[config.mk]
export PLATFORM = sky130hd
export DESIGN_NAME = json_token_scanner_unit
export DESIGN_NICKNAME = d
export VERILOG_FILES = /design/src/rtl/jts_pkg.sv /design/src/rtl/jts_scan.sv /design/src/rtl/jts_queue.sv /design/src/rtl/json_token_scanner_unit.sv
export SDC_FILE = /design/constraint.sdc
export NUM_CORES = 2
export LEC_CHECK = 0
export BUFFER_PORTS_ARGS = -buffer_cell sky130_fd_sc_hd__buf_2
export CAP_MARGIN = 20
export CORE_UTILIZATION = 64
export CTS_CLUSTER_DIAMETER = 30
export DETAILED_ROUTE_END_ITERATION = 10
export GPL_ROUTABILITY_DRIVEN = 0
export PLACE_DENSITY = 0.79
export SETUP_SLACK_MARGIN = 0.1
export SLEW_MARGIN = 20
export SYNTH_ARGS = -nofsm -noshare
export SYNTH_HDL_FRONTEND = slang
export SYNTH_SLANG_ARGS = --single-unit
export TNS_END_PERCENT = 10
[constraint.sdc]
create_clock -name clock -period 20.7 [get_ports clock]
set_input_delay 1.035 -clock clock [delete_from_list [all_inputs] [get_ports clock]]
set_output_delay 1.035 -clock clock [all_outputs]
set_load 0.05 [all_outputs]
[src/rtl/jts_pkg.sv]
// shared types, codes and keyword tables of the json token scanner
`default_nettype none

package jts_pkg;

   typedef logic [3:0]  kind_type;
   typedef logic [2:0]  err_type;
   typedef logic [1:0]  kwsel_type;

   // token kinds
   localparam kind_type KIND_LBRACE    = 4'd0;
   localparam kind_type KIND_RBRACE    = 4'd1;
   localparam kind_type KIND_COMMA     = 4'd2;
   localparam kind_type KIND_LBRACKET  = 4'd3;
   localparam kind_type KIND_RBRACKET  = 4'd4;
   localparam kind_type KIND_COLON     = 4'd5;
   localparam kind_type KIND_TRUE      = 4'd6;
   localparam kind_type KIND_NUMBER    = 4'd9;
   localparam kind_type KIND_STR_START = 4'd10;
   localparam kind_type KIND_STR_CHAR  = 4'd11;
   localparam kind_type KIND_STR_END   = 4'd12;
   localparam kind_type KIND_ERROR     = 4'd13;
   localparam kind_type KIND_DONE      = 4'd14;

   // error codes
   localparam err_type ERR_NONE        = 3'd0;
   localparam err_type ERR_UNEXPECTED  = 3'd1;
   localparam err_type ERR_UNTERMINATED = 3'd2;
   localparam err_type ERR_BAD_DOT     = 3'd3;
   localparam err_type ERR_OVERFLOW    = 3'd4;

   // keyword selects
   localparam kwsel_type KW_TRUE  = 2'd0;
   localparam kwsel_type KW_FALSE = 2'd1;
   localparam kwsel_type KW_NULL  = 2'd2;

   // characters
   localparam logic [7:0] CH_ZERO     = 8'h30;
   localparam logic [7:0] CH_NINE     = 8'h39;
   localparam logic [7:0] CH_DOT      = 8'h2E;
   localparam logic [7:0] CH_QUOTE    = 8'h22;
   localparam logic [7:0] CH_SPACE    = 8'h20;
   localparam logic [7:0] CH_NEWLINE  = 8'h0A;
   localparam logic [7:0] CH_LBRACE   = 8'h7B;
   localparam logic [7:0] CH_RBRACE   = 8'h7D;
   localparam logic [7:0] CH_COMMA    = 8'h2C;
   localparam logic [7:0] CH_LBRACKET = 8'h5B;
   localparam logic [7:0] CH_RBRACKET = 8'h5D;
   localparam logic [7:0] CH_COLON    = 8'h3A;

   localparam logic [4:0] MAX_FRAC = 5'd20;

   localparam int MAX_RESULTS = 3;
   localparam int QUEUE_DEPTH = 4;
   localparam int QPTR_BITS   = $clog2(QUEUE_DEPTH);
   localparam int QCNT_BITS   = QPTR_BITS + 1;

   typedef struct packed {
      logic        last_result;
      err_type     error_code;
      logic [7:0]  string_char;
      logic [4:0]  fraction_digits;
      logic [63:0] mantissa;
      logic [31:0] position;
      kind_type    kind;
   } result_type;

   // results of one byte, in order, with how many are valid
   typedef struct packed {
      logic [1:0]                   count;
      result_type [MAX_RESULTS-1:0] item;
   } batch_type;

   function automatic logic [7:0] kw_char(input kwsel_type sel, input logic [2:0] idx);
      logic [7:0] c;
      c = 8'h00;
      case (sel)
         KW_FALSE: begin
            case (idx)
               3'd0: c = 8'h66;
               3'd1: c = 8'h61;
               3'd2: c = 8'h6C;
               3'd3: c = 8'h73;
               3'd4: c = 8'h65;
               default: c = 8'h00;
            endcase
         end
         KW_NULL: begin
            case (idx)
               3'd0: c = 8'h6E;
               3'd1: c = 8'h75;
               3'd2: c = 8'h6C;
               3'd3: c = 8'h6C;
               default: c = 8'h00;
            endcase
         end
         default: begin
            case (idx)
               3'd0: c = 8'h74;
               3'd1: c = 8'h72;
               3'd2: c = 8'h75;
               3'd3: c = 8'h65;
               default: c = 8'h00;
            endcase
         end
      endcase
      return c;
   endfunction

   function automatic logic [2:0] kw_len(input kwsel_type sel);
      logic [2:0] n;
      case (sel)
         KW_FALSE: n = 3'd5;
         default:  n = 3'd4;
      endcase
      return n;
   endfunction

endpackage

`default_nettype wire

[src/rtl/jts_scan.sv]
// byte register and per-byte scanner state machine producing up to three tokens
`default_nettype none

module jts_scan #(
   parameter int POSITION_BITS = 32
) (
   input  wire logic              clock,
   input  wire logic              reset,
   input  wire logic              in_valid,
   output      logic              in_ready,
   input  wire logic [7:0]        in_byte,
   input  wire logic              in_last,
   input  wire logic              room,
   output      jts_pkg::batch_type batch
);
   import jts_pkg::*;

   typedef enum logic [2:0] {
      MODE_IDLE,
      MODE_NUMBER,
      MODE_STRING,
      MODE_KEYWORD,
      MODE_ERROR
   } mode_type;

   logic                     hold_ff;
   logic [7:0]               byte_ff;
   logic                     last_ff;
   logic                     step;

   mode_type                 mode_ff, mode_in;
   logic [POSITION_BITS-1:0] offset_ff, offset_in;
   logic [POSITION_BITS-1:0] start_ff, start_in;
   logic [63:0]              acc_ff, acc_in;
   logic [4:0]               frac_ff, frac_in;
   logic                     dot_ff, dot_in;
   kwsel_type                ksel_ff, ksel_in;
   logic [2:0]               kidx_ff, kidx_in;

   logic                     is_digit, is_dot;
   logic [3:0]               digit;
   logic [67:0]              wide;
   logic                     ovf;
   kwsel_type                ksel_eff;
   logic                     rescan;
   logic [1:0]               cnt;
   result_type [MAX_RESULTS-1:0] res;

   function automatic result_type mk(input kind_type k, input logic [POSITION_BITS-1:0] p,
                                     input logic [63:0] m, input logic [4:0] f,
                                     input logic [7:0] c, input err_type e);
      result_type r;
      r.kind            = k;
      r.position        = 32'(p);
      r.mantissa        = m;
      r.fraction_digits = f;
      r.string_char     = c;
      r.error_code      = e;
      r.last_result     = 1'b0;
      return r;
   endfunction

   assign step     = hold_ff && room;
   assign in_ready = !hold_ff || room;

   assign is_digit = byte_ff inside {[CH_ZERO:CH_NINE]};
   assign is_dot   = (byte_ff == CH_DOT);
   assign digit    = 4'(byte_ff - CH_ZERO);
   // acc * 10 + digit, top bits flag a 64 bit overflow
   assign wide     = ({4'b0, acc_ff} << 3) + ({4'b0, acc_ff} << 1) + 68'(digit);
   assign ovf      = (|wide[67:64]) || (dot_ff && (frac_ff >= MAX_FRAC));
   assign ksel_eff = (ksel_ff > KW_NULL) ? KW_TRUE : ksel_ff;

   always_comb begin
      mode_in   = mode_ff;
      offset_in = offset_ff;
      start_in  = start_ff;
      acc_in    = acc_ff;
      frac_in   = frac_ff;
      dot_in    = dot_ff;
      ksel_in   = ksel_ff;
      kidx_in   = kidx_ff;
      rescan    = 1'b0;
      cnt       = '0;
      res       = '0;

      if (step) begin
         case (mode_ff)
            MODE_IDLE: rescan = 1'b1;
            MODE_NUMBER: begin
               if (is_digit) begin
                  if (ovf) begin
                     res[cnt] = mk(KIND_ERROR, start_ff, '0, '0, '0, ERR_OVERFLOW);
                     cnt      = cnt + 2'd1;
                     mode_in  = MODE_ERROR;
                  end else begin
                     acc_in = wide[63:0];
                     if (dot_ff) frac_in = frac_ff + 5'd1;
                  end
               end else if (is_dot && !dot_ff) begin
                  dot_in = 1'b1;
               end else if (dot_ff && (frac_ff == '0)) begin
                  // dot with no digit after it, ending byte dropped
                  res[cnt] = mk(KIND_ERROR, start_ff, '0, '0, '0, ERR_BAD_DOT);
                  cnt      = cnt + 2'd1;
                  mode_in  = MODE_ERROR;
               end else begin
                  res[cnt] = mk(KIND_NUMBER, start_ff, acc_ff, frac_ff, '0, ERR_NONE);
                  cnt      = cnt + 2'd1;
                  mode_in  = MODE_IDLE;
                  rescan   = 1'b1;
               end
            end
            MODE_STRING: begin
               if (byte_ff == CH_QUOTE) begin
                  res[cnt] = mk(KIND_STR_END, offset_ff, '0, '0, '0, ERR_NONE);
                  mode_in  = MODE_IDLE;
               end else begin
                  res[cnt] = mk(KIND_STR_CHAR, offset_ff, '0, '0, byte_ff, ERR_NONE);
               end
               cnt = cnt + 2'd1;
            end
            MODE_KEYWORD: begin
               if ((kidx_ff >= kw_len(ksel_eff)) || (byte_ff != kw_char(ksel_eff, kidx_ff)))
               begin
                  res[cnt] = mk(KIND_ERROR, start_ff, '0, '0, '0, ERR_UNEXPECTED);
                  cnt      = cnt + 2'd1;
                  mode_in  = MODE_ERROR;
               end else begin
                  kidx_in = kidx_ff + 3'd1;
                  if (kidx_in == kw_len(ksel_eff)) begin
                     res[cnt] = mk(kind_type'(KIND_TRUE + kind_type'(ksel_eff)), start_ff,
                                   '0, '0, '0, ERR_NONE);
                     cnt      = cnt + 2'd1;
                     mode_in  = MODE_IDLE;
                  end
               end
            end
            default: mode_in = MODE_ERROR;
         endcase

         if (rescan) begin
            case (byte_ff)
               CH_SPACE, CH_NEWLINE: begin
               end
               CH_LBRACE: begin
                  res[cnt] = mk(KIND_LBRACE, offset_ff, '0, '0, '0, ERR_NONE);
                  cnt      = cnt + 2'd1;
               end
               CH_RBRACE: begin
                  res[cnt] = mk(KIND_RBRACE, offset_ff, '0, '0, '0, ERR_NONE);
                  cnt      = cnt + 2'd1;
               end
               CH_COMMA: begin
                  res[cnt] = mk(KIND_COMMA, offset_ff, '0, '0, '0, ERR_NONE);
                  cnt      = cnt + 2'd1;
               end
               CH_LBRACKET: begin
                  res[cnt] = mk(KIND_LBRACKET, offset_ff, '0, '0, '0, ERR_NONE);
                  cnt      = cnt + 2'd1;
               end
               CH_RBRACKET: begin
                  res[cnt] = mk(KIND_RBRACKET, offset_ff, '0, '0, '0, ERR_NONE);
                  cnt      = cnt + 2'd1;
               end
               CH_COLON: begin
                  res[cnt] = mk(KIND_COLON, offset_ff, '0, '0, '0, ERR_NONE);
                  cnt      = cnt + 2'd1;
               end
               CH_QUOTE: begin
                  start_in = offset_ff;
                  // a quote as the final byte gives no start token, only the error and the done token
                  if (!last_ff) begin
                     res[cnt] = mk(KIND_STR_START, offset_ff, '0, '0, '0, ERR_NONE);
                     cnt      = cnt + 2'd1;
                  end
                  mode_in = MODE_STRING;
               end
               default: begin
                  start_in = offset_ff;
                  if (is_digit || is_dot) begin
                     mode_in = MODE_NUMBER;
                     acc_in  = is_dot ? 64'd0 : 64'(digit);
                     frac_in = '0;
                     dot_in  = is_dot;
                  end else if (byte_ff == kw_char(KW_TRUE, 3'd0)) begin
                     mode_in = MODE_KEYWORD;
                     ksel_in = KW_TRUE;
                     kidx_in = 3'd1;
                  end else if (byte_ff == kw_char(KW_FALSE, 3'd0)) begin
                     mode_in = MODE_KEYWORD;
                     ksel_in = KW_FALSE;
                     kidx_in = 3'd1;
                  end else if (byte_ff == kw_char(KW_NULL, 3'd0)) begin
                     mode_in = MODE_KEYWORD;
                     ksel_in = KW_NULL;
                     kidx_in = 3'd1;
                  end else begin
                     res[cnt] = mk(KIND_ERROR, offset_ff, '0, '0, '0, ERR_UNEXPECTED);
                     cnt      = cnt + 2'd1;
                     mode_in  = MODE_ERROR;
                  end
               end
            endcase
         end

         if (last_ff) begin
            // close whatever is still open, then done and back to reset
            case (mode_in)
               MODE_NUMBER: begin
                  if (dot_in && (frac_in == '0)) begin
                     res[cnt] = mk(KIND_ERROR, start_in, '0, '0, '0, ERR_BAD_DOT);
                  end else begin
                     res[cnt] = mk(KIND_NUMBER, start_in, acc_in, frac_in, '0, ERR_NONE);
                  end
                  cnt = cnt + 2'd1;
               end
               MODE_STRING: begin
                  res[cnt] = mk(KIND_ERROR, start_in, '0, '0, '0, ERR_UNTERMINATED);
                  cnt      = cnt + 2'd1;
               end
               MODE_KEYWORD: begin
                  res[cnt] = mk(KIND_ERROR, start_in, '0, '0, '0, ERR_UNEXPECTED);
                  cnt      = cnt + 2'd1;
               end
               default: begin
               end
            endcase
            res[cnt]  = mk(KIND_DONE, offset_ff, '0, '0, '0, ERR_NONE);
            cnt       = cnt + 2'd1;
            mode_in   = MODE_IDLE;
            offset_in = '0;
            start_in  = '0;
            acc_in    = '0;
            frac_in   = '0;
            dot_in    = 1'b0;
            ksel_in   = KW_TRUE;
            kidx_in   = '0;
         end else begin
            offset_in = offset_ff + POSITION_BITS'(1);
         end
      end

      for (int i = 0; i < MAX_RESULTS; i++) begin
         if ((cnt != 2'd0) && (2'(i) == (cnt - 2'd1))) res[i].last_result = 1'b1;
      end
      batch.count = cnt;
      batch.item  = res;
   end

   always_ff @(posedge clock) begin
      if (reset) begin
         hold_ff <= 1'b0;
      end else if (in_ready) begin
         hold_ff <= in_valid;
      end
      if (in_ready && in_valid) begin
         byte_ff <= in_byte;
         last_ff <= in_last;
      end
   end

   always_ff @(posedge clock) begin
      if (reset) begin
         mode_ff   <= MODE_IDLE;
         offset_ff <= '0;
         start_ff  <= '0;
         acc_ff    <= '0;
         frac_ff   <= '0;
         dot_ff    <= 1'b0;
         ksel_ff   <= KW_TRUE;
         kidx_ff   <= '0;
      end else begin
         mode_ff   <= mode_in;
         offset_ff <= offset_in;
         start_ff  <= start_in;
         acc_ff    <= acc_in;
         frac_ff   <= frac_in;
         dot_ff    <= dot_in;
         ksel_ff   <= ksel_in;
         kidx_ff   <= kidx_in;
      end
   end

endmodule

`default_nettype wire

[src/rtl/jts_queue.sv]
// four-entry token queue taking up to three tokens a cycle and giving one while out_ready is high
`default_nettype none

module jts_queue (
   input  wire logic               clock,
   input  wire logic               reset,
   input  wire jts_pkg::batch_type batch,
   output      logic               room,
   output      logic               out_valid,
   input  wire logic               out_ready,
   output      jts_pkg::result_type out_item
);
   import jts_pkg::*;

   result_type           mem_ff [QUEUE_DEPTH];
   logic [QPTR_BITS-1:0] wr_ptr_ff, wr_ptr_in;
   logic [QPTR_BITS-1:0] rd_ptr_ff, rd_ptr_in;
   logic [QCNT_BITS-1:0] count_ff, count_in;
   logic                 pop;

   assign out_valid = (count_ff != '0);
   assign out_item  = mem_ff[rd_ptr_ff];
   assign pop       = out_valid && out_ready;
   assign room      = (count_ff <= QCNT_BITS'(QUEUE_DEPTH - MAX_RESULTS));

   assign wr_ptr_in = wr_ptr_ff + QPTR_BITS'(batch.count);
   assign rd_ptr_in = rd_ptr_ff + QPTR_BITS'(pop);
   assign count_in  = count_ff + QCNT_BITS'(batch.count) - QCNT_BITS'(pop);

   always_ff @(posedge clock) begin
      if (reset) begin
         wr_ptr_ff <= '0;
         rd_ptr_ff <= '0;
         count_ff  <= '0;
      end else begin
         wr_ptr_ff <= wr_ptr_in;
         rd_ptr_ff <= rd_ptr_in;
         count_ff  <= count_in;
      end
   end

   always_ff @(posedge clock) begin
      for (int i = 0; i < MAX_RESULTS; i++) begin
         if (2'(i) < batch.count) begin
            mem_ff[wr_ptr_ff + QPTR_BITS'(i)] <= batch.item[i];
         end
      end
   end

endmodule

`default_nettype wire

[src/rtl/json_token_scanner_unit.sv]
// top level of the streaming json token scanner
`default_nettype none

// channel  dir  tdata                                   tuser       tlast
// req      in   [7:0] text_byte                         -           end_of_text
// rsp      out  [31:0] token_position, [95:32] mantissa, [3:0] kind  last_result
//               [100:96] fraction_digits,
//               [108:101] string_char, [111:109] error_code
//
// one text byte per cycle sustained while the result queue has room; a byte is
// registered and scanned, and its zero to three tokens land in a four-entry result queue
// the first token of a byte is written to the queue memory from the byte register and leaves from there
// a byte that yields two or three tokens holds off input until the queue
// drains, one token per cycle through the single output port while rsp_tready is high
// synchronous active-high reset returns the scanner to idle at offset zero
module json_token_scanner_unit #(
   parameter int POSITION_BITS = 32
) (
   input  wire logic         clock,
   input  wire logic         reset,
   input  wire logic         req_tvalid,
   output      logic         req_tready,
   input  wire logic [7:0]   req_tdata,   // [7:0] text_byte
   input  wire logic         req_tlast,   // end_of_text
   output      logic         rsp_tvalid,
   input  wire logic         rsp_tready,
   output      logic [111:0] rsp_tdata,   // token_position, mantissa, fraction_digits,
                                          // string_char, error_code
   output      logic [3:0]   rsp_tuser,   // token_kind
   output      logic         rsp_tlast    // last_result
);
   import jts_pkg::*;

   batch_type  batch;
   logic       room;
   result_type head;

   // scanner: byte register plus mode state, emits a batch of tokens per byte
   jts_scan #(
      .POSITION_BITS(POSITION_BITS)
   ) u_scan (
      .clock    (clock),
      .reset    (reset),
      .in_valid (req_tvalid),
      .in_ready (req_tready),
      .in_byte  (req_tdata),
      .in_last  (req_tlast),
      .room     (room),
      .batch    (batch)
   );

   // result queue parts the scanner from a stalled consumer
   jts_queue u_queue (
      .clock     (clock),
      .reset     (reset),
      .batch     (batch),
      .room      (room),
      .out_valid (rsp_tvalid),
      .out_ready (rsp_tready),
      .out_item  (head)
   );

   // pack the head token, first field in the lowest bits
   assign rsp_tdata = {head.error_code, head.string_char, head.fraction_digits,
                       head.mantissa, head.position};
   assign rsp_tuser = head.kind;
   assign rsp_tlast = head.last_result;

endmodule

`default_nettype wire

# Yosys cells after proc, flatten, opt, wreduce, memory -nomap -nowiden
# Memory sizes are Yosys's and may differ from the RTL's. A register that Yosys moved wholly into a read port is not among the register bits.
# Index checks and enable logic that the tools add are counted.
# classes
addsub,17
multipliers,0
div_mod_pow,0
n_lt_le_gt_ge,15
eq_ne,31
n_shift,0
mux,153
bitwise_logic,0
reduce_logical,37
# op_table
op,n
$bwmux 351,13
$mux 351,12
$pmux 351 s8,1
$pmux 351 s3,1
$mux 117,7
$demux 117 s2,3
$mux 64,8
$pmux 117 s3,1
$mux 32,5
$mux 116,1
$mux 115,1
$mux 113,1
$mux 3,28
$add 67x65->68,1
$add 68x4->68,1
$eq 8x7->1 const B,7
$mux 2,24
$mux 5,9
$eq 8x6->1 const B,5
$mux 36,1
$pmux 7 s5,1
$add 32x1->32 const B,1
$pmux 7 s4,1
$mux 1,25
other kinds (56),95
# totals
register_bits,159
latchBits,0
ramBits,468
mem_bits_ro,0
inputBits,13
out_inout_bits,119
elab_cells,268
memories,1
# memory_table
memory,words,width,read_ports,rd_clocked_by_memory_dff,wr,line_no,source
u_queue.mem_ff,4,117,1,1,3,jts_queue.sv:15,result_type mem_ff [QUEUE_DEPTH];

# Longest topological paths before layout
# depth
word_depth,37
mapped_depth,31
mapped_depth_nobuf,27

# Modules after synthesis
# Synthesis repeated with hierarchy kept, for this count alone.
# hier_totals
hier_cells,5240
hier_area_um2,43554.3
# by_module_without_submodules
mod,n_inst,cells_per_inst,area_per_inst_um2,seq_area_each_um2
jts_queue,1,2750,26574.2,14193.6
jts_scan,1,2490,16980.0,3133.0

# Worst setup path after synthesis
# OpenSTA, ideal clock, no wires.
# synth_path
path_kind,flip-flop to flip-flop
start,reg u_scan.byte_ff[3]
end,"mem u_queue.mem_ff[0][0] (netlist bit), enable pin"
setup_ns,0.778
arrival_ns,13.962
required_ns,19.922
setup_slack_ns,5.960
stages_incl_launch_ff,25
path_buffers,3
synth_period_minus_slack_ns,14.740
cell_sequence,edfxtp_1 > clkbuf_1 > inv_1 > fa_1 > inv_1 > fa_1 > a21oi_1 > o211ai_1 > nand4_1 > a2111oi_0 > o21ai_1 > and2_1 > a21o_1 > or4_1 > clkbuf_1 > o211ai_2 > inv_1 > ha_1 > nand2_1 > o21a_1 > ha_1 > o22ai_1 > clkbuf_1 > o21ai_0 > a221oi_1
# synth_lines
element,line_no,source
"start, declared",jts_scan.sv:27,logic [7:0] byte_ff;
"start signal, assigned",jts_scan.sv:258,byte_ff <= in_byte;
"end, declared",jts_queue.sv:15,

==> summary.md <==
| Metric | Value |
|---|---|
| Residual DRC count | `0` |
| Synth Area per Inst | `9.78 um2` |
| Synth area leaders | `edfxtp_1 36%, dfxtp_1 7.6%, mux4_2 6.7%` |
| Status | `finished, final reports clean` |
| Post-layout nets | `4158` |
| Sequential area share after synthesis | `0.439` |
| Clock sinks | `627` |
| Final min period | `9.59 ns` |
| Synthesized instance count | `4033` |
| Filler cells | `4109` |
| CTS root buffer | `clkbuf_16` |
| Yosys top cell area share | `0.363` |
| Initial antenna violation count | `8` |
| Layout cells sized above 1 | `0.150` |
| Final TNS setup | `0 ns` |
| Final core utilization | `0.744` |
| Clock tree buffer depth | `3` |
| H-tree depth | `4` |
| CORE AREA | `60600 um2` |
| FF+latch count, synth | `627` |
| Synth top cells by count | `477 x edfxtp_1, 415 x nor2_1, 377 x a21oi_1` |
| Worst reg-to-reg path cell count | `27` |
| Hold Startpoint | `req_tdata[2]` |
| Die width | `250 um` |
| Reg2reg end | `u_queue.mem_ff[3][60]` |
| Worst Setup Start Kind | `flop` |
| Fin. max-slew vios | `0` |
| Post-cts resize count | `0` |
| Final worst slack | `11.11 ns` |
| Rows | `90` |
| Net count after synthesis | `4199` |
| CP Max Fanout | `56` |
| PwrDens | `111 nW/um2` |
| Top-Level Pins | `132` |
| Unique cell type count in the Yosys netlist | `88` |
| Most frequent cell after synthesis | `edfxtp_1` |
| Fmax | `104 MHz` |
| FF-to-FF Start | `u_scan.byte_ff[3]` |
| Hold Crit Class | `in2reg` |
| Vias in the first global route | `34.6k` |
| Worst-Skew Late Latency | `0.72 ns` |
| Die Area | `62600 um2` |
| Post-DP HPWL | `77300 um` |
| Fin crit share | `0.463` |
| Post-place setup slack | `11.59 ns` |
| Die height | `250 um` |
| CTS clk-pin slew, worst paths | `0.05 ns` |
| I/O Buffers | `131` |
| Initial core utilization | `0.651` |
| Largest net degree at the start of global routing | `81` |
| CTS Hold Bufs | `0` |
| First-pass GRT wire length | `198000 um` |
| Vias | `36.4k` |
| Crit path kind | `reg2reg` |
| Vias per cell | `7.46` |
| Drt first-iter violations | `5832` |
| Worst VDD drop | `0.101 mV` |
| Prevailing post-synth register cell | `edfxtp_1` |
| Design area | `45100 um2` |
| WL/cell | `26.4 um` |
| Setup Viol. Count Final | `0` |
| Slew HR | `0.198` |
| TritonRoute pass-1 iters | `7` |
| CP arrival | `10.00 ns` |
| Asr flop ratio synth | `0` |
| Layout area overhead | `14.3%` |
| GRT Residual Overflow | `0` |
| TritonCTS clock tree | `done` |
| Worst Hold Depth | `1` |
| Hold Path Sink | `u_scan.byte_ff[2]` |
| Post-CTS setup buffers | `0` |
| Final Hold Slack | `0.490 ns` |
| Clock skew | `0.0340 ns` |
| Syn Std Cell Area | `39400 um2` |
| Placed Instance Area | `40400 um2` |
| Slew of the pin with the lowest slew margin | `1.20 ns` |
| Post-synth top area cell | `edfxtp_1` |
| Leakage | `0.0164 uW` |
| Total GRT Usage | `0.406` |
| RSZ-0062 raised after global routing | `no` |
| Critical Path RT | `21.11 ns` |
| R2r setup slk | `11.11 ns` |
| Post-synth EDFFs | `477` |
| Cts bufs inserted | `132` |
| Antenna Nets Post-Route | `0` |
| Ys Warns | `0` |
| Fin. Hold Viols | `0` |
| Critical path capture point type | `flop` |
| Routed WL | `129000 um` |
| Max Cap Viol | `0` |
[critical path: stages (launching register included)]
cell	delay, ns
edfxtp_1	0.33
buf_4	0.28
inv_1	0.24
fa_1	0.54
inv_1	0.07
fa_1	0.40
a21oi_1	0.21
o211ai_1	0.21
nand4_1	0.27
a211oi_1	0.14
nor3_1	0.65
o311ai_1	0.28
a21o_1	0.24
or4_1	0.64
o211ai_2	0.22
inv_1	0.08
ha_1	0.29
nand2_1	0.06
o21a_1	0.15
ha_1	0.23
o22ai_1	0.63
inv_1	0.50
nor2_1	0.52
nand2_2	0.42
buf_4	0.55
a21oi_4	0.21
buf_4	0.65
o22ai_1	0.18
[kinds of logic after synthesis]
family,after synthesis,share of synthesized area
compound gates,1404,0.237
fa+ha+maj,153,0.0491
flops,627,0.439
buf+inv,443,0.0439
xor+xnor,93,0.0206
mux,166,0.0793
simple gates,1147,0.131
[metal layers]
metal  vias up  GRT usage  wire (um)
met4        12      0.163       4910
met2      3142      0.585      54700
met3       546      0.145      21500
met1     17076      0.557      47500
li1      15655          -          -
met5         -          0         81
[power by group]
group | internal (uW) | total, uW | switching, uW
clock network | 1460 | 2190 | 734
logic | 359 | 1280 | 916
registers | 1480 | 1540 | 57.9
total | 3300 | 5000 | 1710
[how the worst max path moves through the flow]
stage / start / end / slack (ns) / cells after the start
floorplan: u_scan.byte_ff[3] / u_queue.mem_ff[0][0] / 5.96 / 24
CTS: u_scan.byte_ff[3] / u_queue.mem_ff[3][47] / 11.57 / 27
finish: u_scan.byte_ff[3] / u_queue.mem_ff[3][60] / 11.11 / 27
global route: u_scan.byte_ff[3] / u_queue.mem_ff[3][72] / 10.76 / 27
detailed placement: u_scan.byte_ff[3] / u_queue.mem_ff[3][47] / 11.59 / 27
global placement: u_scan.byte_ff[3] / u_queue.mem_ff[3][90] / 11.89 / 27
[placed cells by master, fill, tap and decap left out, drive strengths merged, types with 77 or more instances in the layout]
master and n:
a21oi 379, a31oi 88, buf 203, clkbuf 160, dfxtp 150, edfxtp 477
ha 150, inv 77, mux4 117, nand2 340, nor2 415, nor3 82
o21ai 154, o22ai 246
[layout make-up]
type / count / area, um2 / share of cell area
diodes: 2 / 5.00 / 0.000111
clock buffers: 160 / 3550 / 0.0788
clock inverters: 83 / 1090 / 0.0242
inverters: 65 / 244 / 0.00541
multi-input cells: 2963 / 20700 / 0.458
flip-flops and latches: 627 / 17300 / 0.384
well taps: 782 / 978 / 0.0217
repair buffers: 203 / 1220 / 0.0270
[registers in the layout, summed over array words and instances (netlist names), 3 cells and up]
name              count
u_queue.count_ff      3
u_queue.mem_ff      468
u_scan.acc_ff        64
u_scan.byte_ff        8
u_scan.frac_ff        5
u_scan.kidx_ff        3
u_scan.mode_ff        3
u_scan.offset_ff     32
u_scan.start_ff      32
[metrics by stage]
| stage | instances | total power (uW) |
|---|---|---|
| 2_1_floorplan | 4033 | 2500 |
| 3_3_place_gp | 4639 | 2790 |
| 3_5_place_dp | 4640 | 2800 |
| 4_1_cts | 4883 | 4980 |
| 5_1_grt | 4883 | 5110 |
| 6_report | 4885 | 5000 |
No activity file was read; power rests on OpenSTA's default activity.
